File: config.mk
export PLATFORM = sky130hd
export DESIGN_NAME = repeat_frame_tx_queue_top
export DESIGN_NICKNAME = d
export VERILOG_FILES = /design/src/design/rftq_pkg.sv /design/src/design/repeat_frame_tx_queue_top.sv
export SDC_FILE = /design/constraint.sdc
export NUM_CORES = 2
export LEC_CHECK = 0
export BUFFER_PORTS_ARGS = -buffer_cell sky130_fd_sc_hd__buf_2
export CAP_MARGIN = 15
export CORE_MARGIN = 8
export CORE_UTILIZATION = 25
export CTS_CLUSTER_DIAMETER = 30
export CTS_CLUSTER_SIZE = 8
export DETAILED_ROUTE_END_ITERATION = 10
export PLACE_DENSITY = 0.42
export SLEW_MARGIN = 20
export SYNTH_ARGS = -nofsm -noshare
export SYNTH_HDL_FRONTEND = slang
export SYNTH_SLANG_ARGS = --single-unit
File: constraint.sdc
create_clock -name clock -period 8.6 [get_ports clock]
set_input_delay 0.43 -clock clock [delete_from_list [all_inputs] [get_ports clock]]
set_output_delay 0.43 -clock clock [all_outputs]
set_load 0.02 [all_outputs]
File: src/design/rftq_pkg.sv
// shared types and constants of the repeat frame transmit queue
package rftq_pkg;

   localparam int QUEUE_DEPTH_DEF   = 8;
   localparam int MAX_FRAME_LEN_DEF = 32;

   localparam int CMD_W    = 2;
   localparam int STATUS_W = 2;
   localparam int FILL_W   = 4;
   localparam int BYTE_W   = 8;
   localparam int REPEAT_W = 8;
   localparam int REQ_TDATA_W = 16;
   localparam int RSP_TDATA_W = 16;

   typedef enum logic [CMD_W-1:0] {
      CMD_PUSH  = 2'd0,
      CMD_SEND  = 2'd1,
      CMD_CLEAR = 2'd2
   } cmd_type;

   typedef enum logic [STATUS_W-1:0] {
      STATUS_ACCEPTED = 2'd0,
      STATUS_FULL     = 2'd1,
      STATUS_TOO_LONG = 2'd2
   } status_type;

   typedef enum logic {
      KIND_STATUS = 1'b0,
      KIND_BYTE   = 1'b1
   } kind_type;

   typedef enum logic [1:0] {
      S_IDLE,
      S_META,
      S_BYTES
   } state_type;

endpackage

File: src/design/repeat_frame_tx_queue_top.sv
// top level of the repeat frame transmit queue
// push: one byte word per cycle unless rsp stalls; status valid the cycle after the last byte
// send: the head entry is read from the entry memory, then frame bytes stream
//   out one per cycle unless rsp stalls; no request word is taken until the send ends
// a send with nothing to transmit, a clear and any other word give no result word
// reset clears pointers, counters and the output valid flag; memories keep their contents
module repeat_frame_tx_queue_top #(
   parameter int QUEUE_DEPTH   = rftq_pkg::QUEUE_DEPTH_DEF,
   parameter int MAX_FRAME_LEN = rftq_pkg::MAX_FRAME_LEN_DEF
) (
   input  logic                             clock,
   input  logic                             reset,
   input  logic                             req_tvalid,
   output logic                             req_tready,
   input  logic [rftq_pkg::REQ_TDATA_W-1:0] req_tdata,  // data_byte, repeat_count
   input  logic                             req_tlast,  // last_byte
   input  logic [rftq_pkg::CMD_W-1:0]       req_tuser,  // command
   output logic                             rsp_tvalid,
   input  logic                             rsp_tready,
   output logic [rftq_pkg::RSP_TDATA_W-1:0] rsp_tdata,  // push_status, frame_byte,
                                                        // queue_empty, queue_fill, pad
   output logic                             rsp_tlast,  // frame_last
   output logic                             rsp_tuser   // result_kind
);

   localparam int PTR_W  = (QUEUE_DEPTH > 1) ? $clog2(QUEUE_DEPTH) : 1;
   localparam int CNT_W  = $clog2(QUEUE_DEPTH + 1);
   localparam int IDX_W  = $clog2(MAX_FRAME_LEN + 1);
   localparam int FRAME_WORDS = QUEUE_DEPTH * MAX_FRAME_LEN;
   localparam int ADDR_W = (FRAME_WORDS > 1) ? $clog2(FRAME_WORDS) : 1;
   localparam int META_W = IDX_W + rftq_pkg::REPEAT_W;

   rftq_pkg::state_type state_ff, state_in;

   logic [PTR_W-1:0] head_ff, head_in;
   logic [PTR_W-1:0] tail_ff, tail_in;
   logic [CNT_W-1:0] total_ff, total_in;
   logic [IDX_W-1:0] bidx_ff, bidx_in;
   logic             too_long_ff, too_long_in;
   logic [PTR_W-1:0] slot_ff, slot_in;
   logic [IDX_W-1:0] send_idx_ff, send_idx_in;
   logic [IDX_W-1:0] send_len_ff, send_len_in;

   logic                              rsp_valid_ff, rsp_valid_in;
   logic                              rsp_kind_ff, rsp_kind_in;
   logic [rftq_pkg::STATUS_W-1:0]     rsp_status_ff, rsp_status_in;
   logic [rftq_pkg::BYTE_W-1:0]       rsp_byte_ff, rsp_byte_in;
   logic                              rsp_last_ff, rsp_last_in;
   logic                              rsp_empty_ff, rsp_empty_in;
   logic [rftq_pkg::FILL_W-1:0]       rsp_fill_ff, rsp_fill_in;

   logic [rftq_pkg::BYTE_W-1:0] frame_mem [FRAME_WORDS];
   logic                        frame_we, frame_re;
   logic [ADDR_W-1:0]           frame_waddr, frame_raddr;
   logic [rftq_pkg::BYTE_W-1:0] frame_q;

   logic [META_W-1:0] meta_mem [QUEUE_DEPTH];
   logic              meta_we, meta_re;
   logic [PTR_W-1:0]  meta_waddr;
   logic [META_W-1:0] meta_wdata;
   logic [META_W-1:0] meta_q;

   logic                          out_free, accept, full, too_long_now, at_limit;
   logic                          load, is_last;
   rftq_pkg::cmd_type             cmd;
   logic [IDX_W-1:0]              meta_len;
   logic [rftq_pkg::REPEAT_W-1:0] meta_rep, rep_dec;
   logic [rftq_pkg::BYTE_W-1:0]   data_byte;
   logic [rftq_pkg::REPEAT_W-1:0] repeat_count;

   function automatic logic [PTR_W-1:0] ring_next(input logic [PTR_W-1:0] p);
      ring_next = (p == PTR_W'(QUEUE_DEPTH - 1)) ? '0 : p + 1'b1;
   endfunction

   assign data_byte    = req_tdata[rftq_pkg::BYTE_W-1:0];
   assign repeat_count = req_tdata[rftq_pkg::BYTE_W +: rftq_pkg::REPEAT_W];
   assign cmd          = rftq_pkg::cmd_type'(req_tuser);

   assign out_free   = !rsp_valid_ff || rsp_tready;
   assign req_tready = (state_ff == rftq_pkg::S_IDLE) && out_free;
   assign accept     = req_tvalid && req_tready;
   assign full       = total_ff >= CNT_W'(QUEUE_DEPTH);
   assign at_limit   = bidx_ff >= IDX_W'(MAX_FRAME_LEN);
   assign too_long_now = too_long_ff || at_limit;
   assign meta_len   = meta_q[META_W-1 -: IDX_W];
   assign meta_rep   = meta_q[rftq_pkg::REPEAT_W-1:0];
   assign rep_dec    = meta_rep - 1'b1;
   assign is_last    = send_idx_ff == send_len_ff - 1'b1;

   // next state
   always_comb begin
      state_in = state_ff;
      unique case (state_ff)
         rftq_pkg::S_IDLE: begin
            if (accept && cmd == rftq_pkg::CMD_SEND && total_ff != '0) begin
               state_in = rftq_pkg::S_META;
            end
         end
         rftq_pkg::S_META: begin
            state_in = (meta_rep == '0) ? rftq_pkg::S_IDLE : rftq_pkg::S_BYTES;
         end
         rftq_pkg::S_BYTES: begin
            if (out_free && is_last) begin
               state_in = rftq_pkg::S_IDLE;
            end
         end
         default: state_in = rftq_pkg::S_IDLE;
      endcase
   end

   // datapath and memory controls
   always_comb begin
      head_in       = head_ff;
      tail_in       = tail_ff;
      total_in      = total_ff;
      bidx_in       = bidx_ff;
      too_long_in   = too_long_ff;
      slot_in       = slot_ff;
      send_idx_in   = send_idx_ff;
      send_len_in   = send_len_ff;
      load          = 1'b0;
      rsp_kind_in   = rsp_kind_ff;
      rsp_status_in = rsp_status_ff;
      rsp_byte_in   = rsp_byte_ff;
      rsp_last_in   = rsp_last_ff;
      frame_we      = 1'b0;
      frame_waddr   = ADDR_W'(tail_ff) * ADDR_W'(MAX_FRAME_LEN) + ADDR_W'(bidx_ff);
      frame_re      = 1'b0;
      frame_raddr   = ADDR_W'(slot_ff) * ADDR_W'(MAX_FRAME_LEN);
      meta_we       = 1'b0;
      meta_re       = 1'b0;
      meta_waddr    = tail_ff;
      meta_wdata    = {bidx_ff + 1'b1, repeat_count};

      unique case (state_ff)
         rftq_pkg::S_IDLE: begin
            if (accept) begin
               case (cmd)
                  rftq_pkg::CMD_PUSH: begin
                     if (at_limit) begin
                        too_long_in = 1'b1;
                     end else begin
                        frame_we = !full;
                        bidx_in  = bidx_ff + 1'b1;
                     end
                     if (req_tlast) begin
                        load          = 1'b1;
                        rsp_kind_in   = rftq_pkg::KIND_STATUS;
                        rsp_byte_in   = '0;
                        rsp_last_in   = 1'b0;
                        if (full) begin
                           rsp_status_in = rftq_pkg::STATUS_FULL;
                        end else if (too_long_now) begin
                           rsp_status_in = rftq_pkg::STATUS_TOO_LONG;
                        end else begin
                           rsp_status_in = rftq_pkg::STATUS_ACCEPTED;
                           meta_we       = 1'b1;
                           tail_in       = ring_next(tail_ff);
                           total_in      = total_ff + 1'b1;
                        end
                        bidx_in     = '0;
                        too_long_in = 1'b0;
                     end
                  end
                  rftq_pkg::CMD_SEND: begin
                     meta_re = total_ff != '0;
                     slot_in = head_ff;
                  end
                  rftq_pkg::CMD_CLEAR: begin
                     head_in     = '0;
                     tail_in     = '0;
                     total_in    = '0;
                     bidx_in     = '0;
                     too_long_in = 1'b0;
                  end
                  default: ;
               endcase
            end
         end
         rftq_pkg::S_META: begin
            if (meta_rep != '0) begin
               meta_we     = 1'b1;
               meta_waddr  = slot_ff;
               meta_wdata  = {meta_len, rep_dec};
               if (rep_dec == '0) begin
                  head_in  = ring_next(head_ff);
                  total_in = total_ff - 1'b1;
               end
               send_len_in = meta_len;
               send_idx_in = '0;
               frame_re    = 1'b1;
            end
         end
         rftq_pkg::S_BYTES: begin
            frame_raddr = ADDR_W'(slot_ff) * ADDR_W'(MAX_FRAME_LEN)
                        + ADDR_W'(send_idx_ff) + 1'b1;
            if (out_free) begin
               load          = 1'b1;
               rsp_kind_in   = rftq_pkg::KIND_BYTE;
               rsp_status_in = rftq_pkg::STATUS_ACCEPTED;
               rsp_byte_in   = frame_q;
               rsp_last_in   = is_last;
               if (!is_last) begin
                  send_idx_in = send_idx_ff + 1'b1;
                  frame_re    = 1'b1;
               end
            end
         end
         default: ;
      endcase

      rsp_fill_in  = rftq_pkg::FILL_W'(total_in);
      rsp_empty_in = total_in == '0;
      if (!load) begin
         rsp_fill_in  = rsp_fill_ff;
         rsp_empty_in = rsp_empty_ff;
      end
      rsp_valid_in = load || (rsp_valid_ff && !rsp_tready);
   end

   always_ff @(posedge clock) begin
      if (reset) begin
         state_ff     <= rftq_pkg::S_IDLE;
         head_ff      <= '0;
         tail_ff      <= '0;
         total_ff     <= '0;
         bidx_ff      <= '0;
         too_long_ff  <= 1'b0;
         rsp_valid_ff <= 1'b0;
      end else begin
         state_ff     <= state_in;
         head_ff      <= head_in;
         tail_ff      <= tail_in;
         total_ff     <= total_in;
         bidx_ff      <= bidx_in;
         too_long_ff  <= too_long_in;
         rsp_valid_ff <= rsp_valid_in;
      end
   end

   always_ff @(posedge clock) begin
      slot_ff       <= slot_in;
      send_idx_ff   <= send_idx_in;
      send_len_ff   <= send_len_in;
      rsp_kind_ff   <= rsp_kind_in;
      rsp_status_ff <= rsp_status_in;
      rsp_byte_ff   <= rsp_byte_in;
      rsp_last_ff   <= rsp_last_in;
      rsp_empty_ff  <= rsp_empty_in;
      rsp_fill_ff   <= rsp_fill_in;
   end

   // frame memory
   always_ff @(posedge clock) begin
      if (frame_we) begin
         frame_mem[frame_waddr] <= data_byte;
      end
      if (frame_re) begin
         frame_q <= frame_mem[frame_raddr];
      end
   end

   // entry memory: length and repeat count
   always_ff @(posedge clock) begin
      if (meta_we) begin
         meta_mem[meta_waddr] <= meta_wdata;
      end
      if (meta_re) begin
         meta_q <= meta_mem[head_ff];
      end
   end

   assign rsp_tvalid = rsp_valid_ff;
   assign rsp_tlast  = rsp_last_ff;
   assign rsp_tuser  = rsp_kind_ff;
   assign rsp_tdata  = {1'b0, rsp_fill_ff, rsp_empty_ff, rsp_byte_ff, rsp_status_ff};

endmodule

## Yosys cells after proc, flatten, opt, wreduce, memory -nomap -nowiden

Memories as Yosys holds them, arrays and structs flattened. A register that Yosys moved wholly into a read port is not among the register bits.
Cells that the tools add are included.

| word-level totals | value |
|---|---|
| register bits | 52 |
| memory bits (writable) | 2,160 |
| output and inout bits | 20 |
| word-level logic and storage cells | 168 |
| memories kept | 2 |

| operators by class | value |
|---|---|
| $add $sub $neg | 11 |
| magnitude comparators | 2 |
| equal/unequal tests | 22 |
| multiplexer cells | 83 |
| reduce and logical (&&, ||, !) cells | 32 |

Memories:

| memory | words | width | read ports | clocked after Yosys merged registers in | wr ports | line | text |
|---|---|---|---|---|---|---|---|
| frame_mem | 256 | 8 | 1 | 1 | 1 | repeat_frame_tx_queue_top.sv:52 | `logic [rftq_pkg::BYTE_W-1:0] frame_mem [FRAME_WORDS];` |
| meta_mem | 8 | 14 | 1 | 1 | 1 | repeat_frame_tx_queue_top.sv:57 | `logic [META_W-1:0] meta_mem [QUEUE_DEPTH];` |

Operators with widths:

| operator | number |
|---|---|
| 2-to-1 mux 8 bit | 5 |
| 2-to-1 mux 3 bit | 11 |
| 2-to-1 mux 1 bit | 30 |
| 2-to-1 mux 6 bit | 5 |
| 2-to-1 mux 14 bit | 2 |
| 2-to-1 mux 4 bit | 6 |
| case mux 6 bit (2 select lines) | 2 |
| inequality test 2 bit (second input constant) | 10 |
| 2-to-1 mux 2 bit | 9 |
| adder 8 x 6 -> 8 bit | 2 |
| logical NOT 8 bit | 2 |
| case mux 4 bit (2 select lines) | 2 |
| case mux 8 bit (2 select lines) | 1 |
| adder 6 x 1 -> 6 bit (second input constant) | 2 |
| case mux 1 bit (2 select lines) | 6 |
| case mux 3 bit (2 select lines) | 2 |
| AND reduction 4 bit | 3 |
| AND reduction 5 bit | 2 |
| adder 8 x 1 -> 8 bit (second input constant) | 1 |
| nonzero test 2 bit | 4 |
| nonzero test 8 bit | 1 |
| subtractor 8 x 1 -> 8 bit (second input constant) | 1 |
| adder 3 x 1 -> 3 bit (second input constant) | 2 |
| == test 3 bit (second input constant) | 2 |
| 21 further kinds | 37 |

## Longest topological paths before layout

| logic depth | value |
|---|---|
| word-level depth | 10 |
| gate-level depth with buffers | 15 |
| mapped depth without buffers | 11 |

## Worst setup path after synthesis

Ideal clock, no wire load.

| path | value |
|---|---|
| kind | reg2reg |
| start | reg state_ff[0] |
| end | reg state_ff[1] |
| data arrival time | 2,999 ps |
| required time | 8,472 ps |
| setup slack | 5,474 ps |
| stages on the path, launching flop included | 10 |
| clock period less this slack | 3,126 ps |
| cell sequence | dfxtp_1 -> inv_1 -> ha_1 -> clkbuf_1 -> nand3_1 -> nor3b_1 -> a21boi_0 -> o21ai_0 -> mux2i_1 -> nor2_1 |

| on the way | value |
|---|---|
| word-level cells in the longest chain between the ends | 7 |
| elaborated cells between the ends (all ways) | 11 |
| classes of those cells | eq/ne: 4; mux: 1; reduce/logical: 6 |

Ends and longest elaborated chain:

| item | line | text |
|---|---|---|
| start, declared | repeat_frame_tx_queue_top.sv:33 | `rftq_pkg::state_type state_ff, state_in;` |
| start signal, assigned | repeat_frame_tx_queue_top.sv:223 | `state_ff <= rftq_pkg::S_IDLE;` |
| start signal, assigned | repeat_frame_tx_queue_top.sv:231 | `state_ff <= state_in;` |
| logical NOT 2 bit | repeat_frame_tx_queue_top.sv:80, repeat_frame_tx_queue_top.sv:93 |  |
| logical AND 1 bit | repeat_frame_tx_queue_top.sv:80 | `assign req_tready = (state_ff == rftq_pkg::S_IDLE) && out_free;` |
| logical AND 1 bit | repeat_frame_tx_queue_top.sv:81 | `assign accept = req_tvalid && req_tready;` |
| logical AND 1 bit (2 in series) | repeat_frame_tx_queue_top.sv:95 | `if (accept && cmd == rftq_pkg::CMD_SEND && total_ff != '0) begin` |
| inequality test 2 x 1 -> 1 bit (no source line) | - |  |
| AND reduction 2 bit (no source line) | - |  |

Several ways; a longest one is shown, not always the timed one.
A chain may end at the register's enable or synchronous reset.

## Worst setup path after layout

| path | value |
|---|---|
| start | reg send_idx_ff[0] |
| end | reg frame_q[5] (netlist bit) (read register of frame_mem) (data pin) |

| on the way | value |
|---|---|
| word-level cells in the longest chain between the ends | 4 |
| elaborated cells between the ends (all ways) | 7 |
| classes of those cells | add/sub: 2; eq/ne: 1; mux: 4 |

Ends and longest elaborated chain:

| item | line | text |
|---|---|---|
| start, declared | repeat_frame_tx_queue_top.sv:41 | `logic [IDX_W-1:0] send_idx_ff, send_idx_in;` |
| start signal, assigned | repeat_frame_tx_queue_top.sv:243 | `send_idx_ff <= send_idx_in;` |
| parallel branches: the longest is 4 deep, another holds adder 8 x 6 -> 8 bit | - |  |
| end, declared | repeat_frame_tx_queue_top.sv:55 | `logic [rftq_pkg::BYTE_W-1:0] frame_q;` |

Several ways; the timed one is not identified.

==> summary.txt <==
cells on worst reg2reg path: 9
pin count of the biggest net entering global routing: 171
Tot Pwr: 30.22 mW
RSZ-0062 raised after global routing: no
Die Width: 610.0 um
fin area: 109800 um^2
detailed placer's ending HPWL: 172000 um
CTS tree: yes
RR Endpoint: frame_q[5]
CTS Sinks: 2234
CP cell instances: buf_4 > nand2b_4 > buf_12 > buf_12 > mux4_2 > a211o_1 > a41o_1 > a31oi_1 > o2111ai_1
Clk Latency, worst-skew pair: 0.94 ns
WP data arrival: 6.19 ns
Required @ worst endpoint: 9.21 ns
Seq/Total Area, Yosys: 75.82%
status: complete, no violations
antenna viol nets, final: 0
Initial Util: 25.07%
WS Path Type: flop to flop
I/O Pins: 43
CP Capture Type: flop
total global routing overflow: 0
routed via count: 52470
Final Max Slew Viols: 0
area grow syn2layout: 24.43%
number of synthesized flops with an enable pin: 2214
die span in y: 610.0 um
Max Clock Skew: 0.09066 ns
drt total wl: 300000 um
CP max stage cell: a31oi_1
Crit path largest cell delay: 0.82 ns
leading cell types in the layout, fill and taps excluded: edfxtp_1 (2214), nand2_1 (554), clkbuf_16 (470)
flops & latches, synth: 2234
synthesized area per cell: 16.18 um^2
Root Driver: clkbuf_16
clock edge transition at the registers on the reported setup and hold paths: 0.05 ns
leakage power total: 34.81 nW
Avg Vias per Cell: 4.890
Setup TNS: 0 ns
final hold violations: 0
Cell Area, Placed: 93900 um^2
asr flop ratio synth: 0%
final setup margin: 3.019 ns
Yosys Warn Count: 0
Tcrit/Tclk final: 64.90%
die area: 372100 um^2
Detailed Routing Iterations Pass 1: 8
post-synth net total: 5495
post-route core utilization: 31.19%
commonest non-fill, non-tap cell in the layout: edfxtp_1
Hold Startpoint: req_tdata[1]
cell mode on critical path: buf_12
first-pass GRT wire length: 417700 um
Internal Dissipation: 24.18 mW
layout cell share with drive strength beyond 1: 18.84%
Clock Path Buffers: 4
Sw Share: 20.00%
Max Fclk: 179.2 MHz
Gate power share: 1.1%
Worst R2R Start: send_idx_ff[0]
PwrDens: 275.3 nW/um^2
# nets final: 5755
# DRC: 0
Setup Viol. Count Final: 0
Port Buf Inserts: 41
Num CTS Buffers: 466
fin crit period: 5.581 ns
worst slew pin tran: 1.187 ns
Startpoint Class: flop
Syn Inst Count: 5452
part of the power in registers: 39.8%
vias in the first global route: 52740
WHS Endpoint: frame_mem[114][1]
Global Route Usage Sum: 15.47%
maximum vdd drop: 0.0001877 V
Placer Congestion: 0.8007
DRT iter0 DRCs: 5017
Max FO, Critical Path: 89
number of distinct library cells after synthesis: 75
WL/cell: 27.96 um
H-tree levels: 5
Rows: 218
Net Sw Power: 6.043 mW
Synth Flop Type: edfxtp_1
Post-Synthesis Cell Area: 88210 um^2
hold path cells: 1
antenna violations before repair: 13
R2R setup slack: 3.02 ns
Hold Crit Class: input pin to flop
max_slew headroom: 20.83%
clock power share: 59.1%
max-cap violation count: 0
Core Area: 351900 um^2
pre-CTS setup slack: 2.865 ns
layer usage:
metal	up-vias	wire length, um	track usage (%)
met5	-	0	0
met3	492	18090	2.898
met4	0	9690	5.175
li1	22450	-	-
met1	27640	130800	20.83
met2	1878	141500	25.11
stage by stage:
step	hold slack, ns	instances
final	0.01960	10730
after global routing	0.02966	10730
after CTS	0.01209	10710
after detailed placement	0.4301	9855
after global placement	0.4259	9855
after floorplan	0.4262	5452
worst max-delay path by stage:
stage	startpoint	to	slack, ns	cells after the start
global route	send_idx_ff[0]	frame_q[5]	2.73	9
CTS	send_idx_ff[0]	frame_q[5]	2.90	9
floorplan	state_ff[0]	state_ff[1]	5.47	9
global placement	send_idx_ff[0]	frame_q[5]	2.84	9
finish	send_idx_ff[0]	frame_q[5]	3.02	9
detailed placement	send_idx_ff[0]	frame_q[5]	2.86	9
cells in the mapped netlist, drive strengths merged (25+ instances only):
master | n | area [um^2]
mux2 | 49 | 551.8
nand2 | 574 | 2155
buf | 217 | 1155
mux2i | 205 | 2064
and3 | 44 | 275.3
edfxtp | 2214 | 66480
o221ai | 73 | 639.4
a31oi | 91 | 569.3
nand3 | 137 | 685.7
a211oi | 147 | 1104
nor2 | 365 | 1375
nor3 | 28 | 140.1
o211ai | 47 | 357.8
a311oi | 37 | 324.1
a21oi | 158 | 790.8
mux4 | 156 | 3513
a221oi | 34 | 297.8
o22ai | 242 | 1514
clkbuf | 163 | 611.8
a22oi | 30 | 225.2
o21ai | 115 | 575.6
inv | 25 | 93.84
timing repair:
| action | in CTS | in global routing |
|---|---|---|
| hold buffers | 8 | 0 |
| setup buffers | 0 | 0 |
| resized for setup | 0 | 0 |
| hold endpoints to repair | 88 | 0 |
final cells by class:
class | instances | area (um^2)
repair buffers | 172 | 1584
well taps | 4620 | 5781
flip-flops and latches | 2234 | 66890
clock buffers | 535 | 12040
multi-input cells | 2813 | 19650
fillers | 34420 | 242100
clock inverters | 316 | 3680
inverters | 25 | 115.1
diodes | 14 | 35.03
state kept, by name (all words and copies together), names as in the netlist, 6 cells and up:
signal and count:
frame_mem 2048, meta_q 14, send_len_ff 6, frame_q 8
rsp_byte_ff 8, send_idx_ff 6, meta_mem 112, bidx_ff 6
power groups by stage:
| stage | Combinational, mW | Sequential, mW | Clock, mW |
|---|---|---|---|
| global route | 0.356 | 12.0 | 18.6 |
| global placement | 0.330 | 12.2 | 0 |
| CTS | 0.342 | 12.0 | 18.1 |
| floorplan | 0.0708 | 12.2 | 0 |
| finish | 0.336 | 12.0 | 17.9 |
| detailed placement | 0.339 | 12.2 | 0 |
worst max-delay path, delay by kind of cell, from the launching register on:
| kind | cells | cell delay [ns] |
|---|---|---|
| AND/OR/NAND/NOR | 1 | 0.64 |
| flip-flops | 1 | 0.37 |
| buffers and inverters | 3 | 1.66 |
| AO/OA/AOI/OAI | 4 | 1.73 |
| multiplexers | 1 | 0.59 |
logic make-up after synthesis:
family	after synthesis	share of synthesized area [%]
AOI/OAI and AO/OA	1088	8.408
xor gates and xnor gates	27	0.2894
adders and majority gates	20	0.2837
buffers and inverters	405	2.109
DFF	2234	75.82
muxes	410	6.949
other	1	0.004251
and+or+nand+nor	1267	6.135
Note: power is estimated with default switching activity, not from simulation.
